===== src/swept_box_entry_time_macros.svh =====
// Assertion macros used by the top-level RTL file.
`ifndef SWEPT_BOX_ENTRY_TIME_MACROS_SVH
`define SWEPT_BOX_ENTRY_TIME_MACROS_SVH

// Checks that a condition holds at every clock edge outside reset.
`define SBET_ASSERT_ALWAYS(label, cond, msg) \
	label: assert property (@(posedge clk) disable iff (!arst_n) (cond)) else $error(msg);

// Checks that an antecedent implies a consequent in the same cycle.
`define SBET_ASSERT_IMPLY(label, ante, cons, msg) \
	label: assert property (@(posedge clk) disable iff (!arst_n) (ante) |-> (cons)) \
		else $error(msg);

// Checks that an antecedent is followed by a consequent a fixed number of cycles later.
`define SBET_ASSERT_DELAY(label, ante, n, cons, msg) \
	label: assert property (@(posedge clk) disable iff (!arst_n) (ante) |-> ##n (cons)) \
		else $error(msg);

`endif


===== src/sbet_pkg.sv =====
package sbet_pkg;

	localparam logic signed [31:0] T_NEG_INF = 32'sh8000_0000;
	localparam logic signed [31:0] T_POS_INF = 32'sh7FFF_FFFF;
	localparam logic signed [32:0] EPS_Q = 33'sd1;

	localparam int DIV_STEPS = 32;
	localparam int DIV_LAT = DIV_STEPS + 2;

	typedef enum logic [1:0] {
		AXIS_X = 2'd0,
		AXIS_Y = 2'd1,
		AXIS_OVL = 2'd2
	} axis_t;

	typedef enum logic [2:0] {
		REG_ENT_MIN_X = 3'd0,
		REG_ENT_MIN_Y = 3'd1,
		REG_ENT_MAX_X = 3'd2,
		REG_ENT_MAX_Y = 3'd3,
		REG_VEL_X = 3'd4,
		REG_VEL_Y = 3'd5,
		REG_TIME_FLOOR = 3'd6,
		REG_STEP_TIME = 3'd7
	} reg_idx_t;

	typedef struct packed {
		logic signed [33:0] dist_en;
		logic signed [33:0] dist_ex;
		logic zero;
		logic ovl;
	} axis_pre_t;

	typedef struct packed {
		logic zero_x;
		logic ovl_x;
		logic zero_y;
		logic ovl_y;
	} side_t;

	function automatic axis_pre_t axis_prep(
		input logic signed [31:0] bmin,
		input logic signed [31:0] bmax,
		input logic signed [31:0] emin,
		input logic signed [31:0] emax,
		input logic signed [31:0] vel
	);
		axis_pre_t r;
		logic signed [32:0] lo;
		logic signed [32:0] hi;
		logic signed [32:0] a;
		logic signed [32:0] b;
		logic signed [33:0] d_lo;
		logic signed [33:0] d_hi;
		lo = $signed({bmin[31], bmin}) + EPS_Q;
		hi = $signed({bmax[31], bmax}) - EPS_Q;
		d_lo = $signed({lo[32], lo}) - $signed({{2{emax[31]}}, emax});
		d_hi = $signed({hi[32], hi}) - $signed({{2{emin[31]}}, emin});
		a = (lo > $signed({emin[31], emin})) ? lo : $signed({emin[31], emin});
		b = (hi < $signed({emax[31], emax})) ? hi : $signed({emax[31], emax});
		r.zero = (vel == 32'sd0);
		r.ovl = (a < b);
		if (vel[31]) begin
			r.dist_en = d_hi;
			r.dist_ex = d_lo;
		end else begin
			r.dist_en = d_lo;
			r.dist_ex = d_hi;
		end
		return r;
	endfunction

endpackage


===== src/sbet_div.sv =====
module sbet_div (
	input logic clk,
	input logic arst_n,
	input logic in_valid,
	input logic signed [33:0] span,
	input logic signed [31:0] vel,
	output logic out_valid,
	output logic signed [31:0] quot
);

	localparam int N = sbet_pkg::DIV_STEPS;

	logic [33:0] mag;
	logic [49:0] num;
	logic [31:0] dabs;

	logic v_s [0:N];
	logic [31:0] rem_s [0:N];
	logic [31:0] sh_s [0:N];
	logic [31:0] d_s [0:N];
	logic neg_s [0:N];
	logic ovf_s [0:N];

	logic [31:0] q;
	logic big_pos;
	logic big_neg;
	logic out_valid_q;
	logic signed [31:0] quot_q;

	always_comb begin
		mag = span[33] ? 34'(-span) : 34'(span);
		num = {mag, 16'h0000};
		dabs = vel[31] ? 32'(-vel) : 32'(vel);
	end

	always_ff @(posedge clk or negedge arst_n) begin
		if (!arst_n) begin
			v_s[0] <= 1'b0;
		end else begin
			v_s[0] <= in_valid;
		end
	end

	always_ff @(posedge clk) begin
		rem_s[0] <= {14'h0000, num[49:32]};
		sh_s[0] <= num[31:0];
		d_s[0] <= dabs;
		neg_s[0] <= span[33] ^ vel[31];
		ovf_s[0] <= ({14'h0000, num[49:32]} >= dabs);
	end

	for (genvar k = 0; k < N; k++) begin : g_step
		logic [32:0] rem2;
		logic [32:0] diff;
		logic ge;

		always_comb begin
			rem2 = {rem_s[k], sh_s[k][31]};
			diff = rem2 - {1'b0, d_s[k]};
			ge = (rem2 >= {1'b0, d_s[k]});
		end

		always_ff @(posedge clk or negedge arst_n) begin
			if (!arst_n) begin
				v_s[k+1] <= 1'b0;
			end else begin
				v_s[k+1] <= v_s[k];
			end
		end

		always_ff @(posedge clk) begin
			rem_s[k+1] <= ge ? diff[31:0] : rem2[31:0];
			sh_s[k+1] <= {sh_s[k][30:0], ge};
			d_s[k+1] <= d_s[k];
			neg_s[k+1] <= neg_s[k];
			ovf_s[k+1] <= ovf_s[k];
		end
	end

	always_comb begin
		q = sh_s[N];
		big_pos = ovf_s[N] || q[31];
		big_neg = ovf_s[N] || (q[31] && (|q[30:0]));
	end

	always_ff @(posedge clk or negedge arst_n) begin
		if (!arst_n) begin
			out_valid_q <= 1'b0;
		end else begin
			out_valid_q <= v_s[N];
		end
	end

	always_ff @(posedge clk) begin
		if (neg_s[N]) begin
			quot_q <= big_neg ? sbet_pkg::T_NEG_INF : $signed(32'(-q));
		end else begin
			quot_q <= big_pos ? sbet_pkg::T_POS_INF : $signed(q);
		end
	end

	assign out_valid = out_valid_q;
	assign quot = quot_q;

endmodule


===== config.mk =====
export PLATFORM = sky130hd
export DESIGN_NAME = sbet_div
export DESIGN_NICKNAME = d
export VERILOG_FILES = /design/src/swept_box_entry_time_macros.svh /design/src/sbet_pkg.sv /design/src/sbet_div.sv
export SDC_FILE = /design/constraint.sdc
export NUM_CORES = 2
export LEC_CHECK = 0
export BUFFER_PORTS_ARGS = -buffer_cell sky130_fd_sc_hd__buf_2
export CAP_MARGIN = 40
export CELL_PAD_IN_SITES_DETAIL_PLACEMENT = 0
export CELL_PAD_IN_SITES_GLOBAL_PLACEMENT = 2
export CORE_AREA = 2 2 998 503
export DETAILED_ROUTE_END_ITERATION = 7
export DIE_AREA = 0 0 1000 505
export GPL_TIMING_DRIVEN = 0
export PLACE_DENSITY = 0.59
export SKIP_CTS_REPAIR_TIMING = 1
export SYNTH_ARGS = -nofsm -noshare
export SYNTH_HDL_FRONTEND = slang
export SYNTH_SLANG_ARGS = --single-unit

===== constraint.sdc =====
create_clock -name clk -period 4.25 [get_ports clk]
set_input_delay 0.2125 -clock clk [delete_from_list [all_inputs] [get_ports clk]]
set_output_delay 0.2125 -clock clk [all_outputs]
set_load 0.02 [all_outputs]

==> impl_results.md <==
* Core area at about 500000 um2
* Crit path kind: flop to flop
* Routability congestion estimate at around 0.86
* Multi-input combinational cell area at approximately 62000 um2
* Sequential-to-total area share from yosys stat at around 46%
* Int Pwr at about 74 mW
* Synthesized instance count at 12920
* Most common cell after layout, fill and taps aside: dfxtp_1
* Avg WL per Cell at around 20 um
* Residual DRC at 0
* Synth unique cells at 91
* Cell Pwr Density at slightly below 900 nW/um2
* Mapped Area at 123700 um2
* Slew headroom at between 30% and 40%
* Clk network pwr share at between 20% and 30%
* Initial Util at 24.97%
* Area occupied by registers at ~57000 um2
* Worst EP arrival at roughly 5.1 ns
* Synth warn at 0
* Switching part of the total power at 41.37%
* R2r startpoint: d_s[0][869]
* CTS clock-pin slew for the worst setup and hold paths at about 0.07 ns
* Reg2reg end: rem_s[0][926]
* Placed Area at about 130000 um2
* Worst skew pair latency at approximately 0.93 ns
* WL final at 407800 um
* Area growth syn-to-layout at 17.62%
* Reg power frac at 31.0%
* ANT nets after route at 0
* Setup ws final at -0.04319 ns
* Slew Limit Fails at 0
* Initial antenna violation count at 43
* Worst slew pin tran at roughly 0.95 ns
* Share of cells above drive strength 1 at 10.56%
* WP data required at ~5.0 ns
* Clock Skews at between 0.06 and 0.07 ns
* DRT iter0 DRCs at roughly 7700
* Endpoints failing hold at 0
* Post-Layout Inst Area at 145500 um2
* Vias at around 92000
* Reg-to-reg setup timing slack at -0.04 ns
* Vias per Instance at 4.502
* Synthesized area per cell at between 9 and 10 um2
* Clock root buffer: clkbuf_16
* Syn nets at roughly 14000
* Hold path startpoint: span[18]
* Yosys top cell area share at between 40% and 50%
* CTS Buffer Depth at 4
* Post-synth EDFFs at 0
* Die Y at ~510 um
* Pwr Total at around 130 mW
* Main synth FF type: dfxtp_1
* IO buf count at 99
* Hold Crit Depth at 4
* Htree depth at 5
* CTS tree: built
* First-pass GRT wire length at roughly 600000 um
* CTS Sinks at roughly 2800
* Post-place setup slack at -1.153 ns
* Startpoint Class: flop
* Cell count after placement at 19780
* Final #Nets at approximately 15000
* Max VDD drop at 0.0003509 V
* Die X at 1000 um
* Max Freq at approximately 230 MHz
* Finished Layout Cells at 20420
* Pin count of the biggest net entering global routing at 35
* Class of the worst hold path: input pin to flop
* Failing checks: setup timing
* Final Critical Period at ~4.3 ns
* Hpwl dp at between 300000 and 400000 um
* Max FO, Critical Path at 4
* Global route overflow at 0
* Ys async rst share at 1.201%
* I/O pin count at between 100 and 150
* Die area at between 500000 and 600000 um2
* # rows at roughly 180
* Vias in the first global route at 86670
* Lkg Pwr at ~64 nW
* Post-layout util at 29.37%
* DRT Pass-1 Iters at 5
* MaxCap Viol Count at 0
* Synth area leader: dfxtp_1
* Status: complete, but fails checks
* GRT Total Usage at about 16%
* Final period utilization at 101.0%
* Switching power at 52.43 mW
* Most area-consuming cells after synthesis: dfxtp_1, ha_1, a21oi_1
* Final setup violation count at 1
* Worst reg2reg path depth at 13
* WHS Endpoint: rem_s[0][6]
* Commonest cells after routing, fill and taps aside: dfxtp_1, inv_1, a21oi_1
* Logic pwr share at between 40% and 50%
* Critical Path End Type: flop
* Filler Cell Count at ~52000
* Total CTS buffers at 282
* Register bit count reported by yosys at around 2800
-- worst max-delay path, stage by stage, from the launching register on --
cell	delay [ns]
dfxtp_1	0.34
inv_1	0.05
ha_1	0.55
o21ai_0	0.24
a211oi_2	0.49
o41a_1	0.46
o41ai_2	0.15
a211oi_1	0.23
buf_2	0.24
a21oi_1	0.15
o21ai_0	0.58
a311oi_1	0.24
xnor2_1	0.16
mux2_2	0.27
-- worst max path at each step --
stage | from | to | slack (ns) | cells past startpoint
floorplan | d_s[0][833] | rem_s[0][888] | 0.74 | 13
global placement | vel[31] | ovf_s[0][0] | -1.99 | 17
detailed placement | sh_s[10][31] | rem_s[0][357] | -1.15 | 15
CTS | sh_s[10][31] | rem_s[0][357] | -1.20 | 15
global route | d_s[0][897] | rem_s[0][958] | -0.04 | 14
finish | d_s[0][869] | rem_s[0][926] | -0.04 | 13
-- power by group through the flow --
| stage | clock network [mW] | logic (mW) | registers, mW |
|---|---|---|---|
| after global placement | 0 | 59.0 | 40.0 |
| final | 25.9 | 61.5 | 39.3 |
| after CTS | 27.0 | 59.5 | 39.4 |
| after floorplan | 0 | 41.9 | 36.9 |
| after global routing | 28.0 | 67.6 | 40.0 |
| after detailed placement | 0 | 59.0 | 39.8 |
-- per-stage QoR --
step / TNS, ns / hold slack (ns)
6_report: -0.04319 / 0.02578
5_1_grt: -0.3742 / 0.01649
4_1_cts: -279.96 / -0.6879
3_5_place_dp: -262.67 / 0.3121
3_3_place_gp: -712.92 / 0.3097
2_1_floorplan: 0 / -0.08309
-- synthesized netlist by cell type, types with 53 or more instances --
master	number
xor2_1	297
inv_1	1277
nand3_1	215
nor2b_1	168
a211oi_1	79
o21a_1	180
o211ai_1	58
nor3_1	133
a31oi_1	95
nand4_1	165
o21bai_1	100
a21oi_1	1103
nand2b_1	155
o21ai_0	672
nor2_1	801
and3_1	93
dfxtp_1	2796
nor4_1	60
clkbuf_1	259
o31a_1	53
mux2_2	468
or3_1	58
ha_1	1031
nand2_1	724
xnor2_1	560
a21o_1	514
o31ai_1	87
-- layout make-up --
type                    instances  area share, %
diodes                         23        0.03955
plain buffers                 294         0.8588
clock buffers                 377          5.512
clock inverters               125          1.052
inverters                    1278          3.301
multi-input cells            8517          42.58
flip-flops and latches       2830          39.06
well taps                    6660          5.725
repair buffers                318          1.868
-- routing by layer --
metal / track usage [%] / part of all wire [%] / vias to the layer above
met5: 0.3969 / 0.075 / -
met4: 2.443 / 1.5 / 4
met3: 4.340 / 8.2 / 350
met2: 16.55 / 30 / 2232
met1: 27.97 / 60 / 43220
li1: - / - / 46150
-- registers in the layout (all words and copies together), names as in the netlist --
signal,cells
d_s,1024
rem_s,1010
sh_s,664
neg_s,33
ovf_s,33
v_s,33
quot,32
out_valid,1
-- logic make-up (layout without fill, tap and decap cells) --
kind of cell | after synthesis | count (layout) | share of synthesized area, %
compound gates | 3331 | 3331 | 16.97
xor+xnor | 857 | 857 | 6.066
fa+ha+maj | 1062 | 1062 | 10.93
buf+inv | 1577 | 2392 | 4.794
flops | 2830 | 2830 | 45.92
mux | 511 | 511 | 4.611
other cells | 0 | 23 | 0
simple gates | 2756 | 2756 | 10.71
No activity file was read; power rests on OpenSTA's default activity.
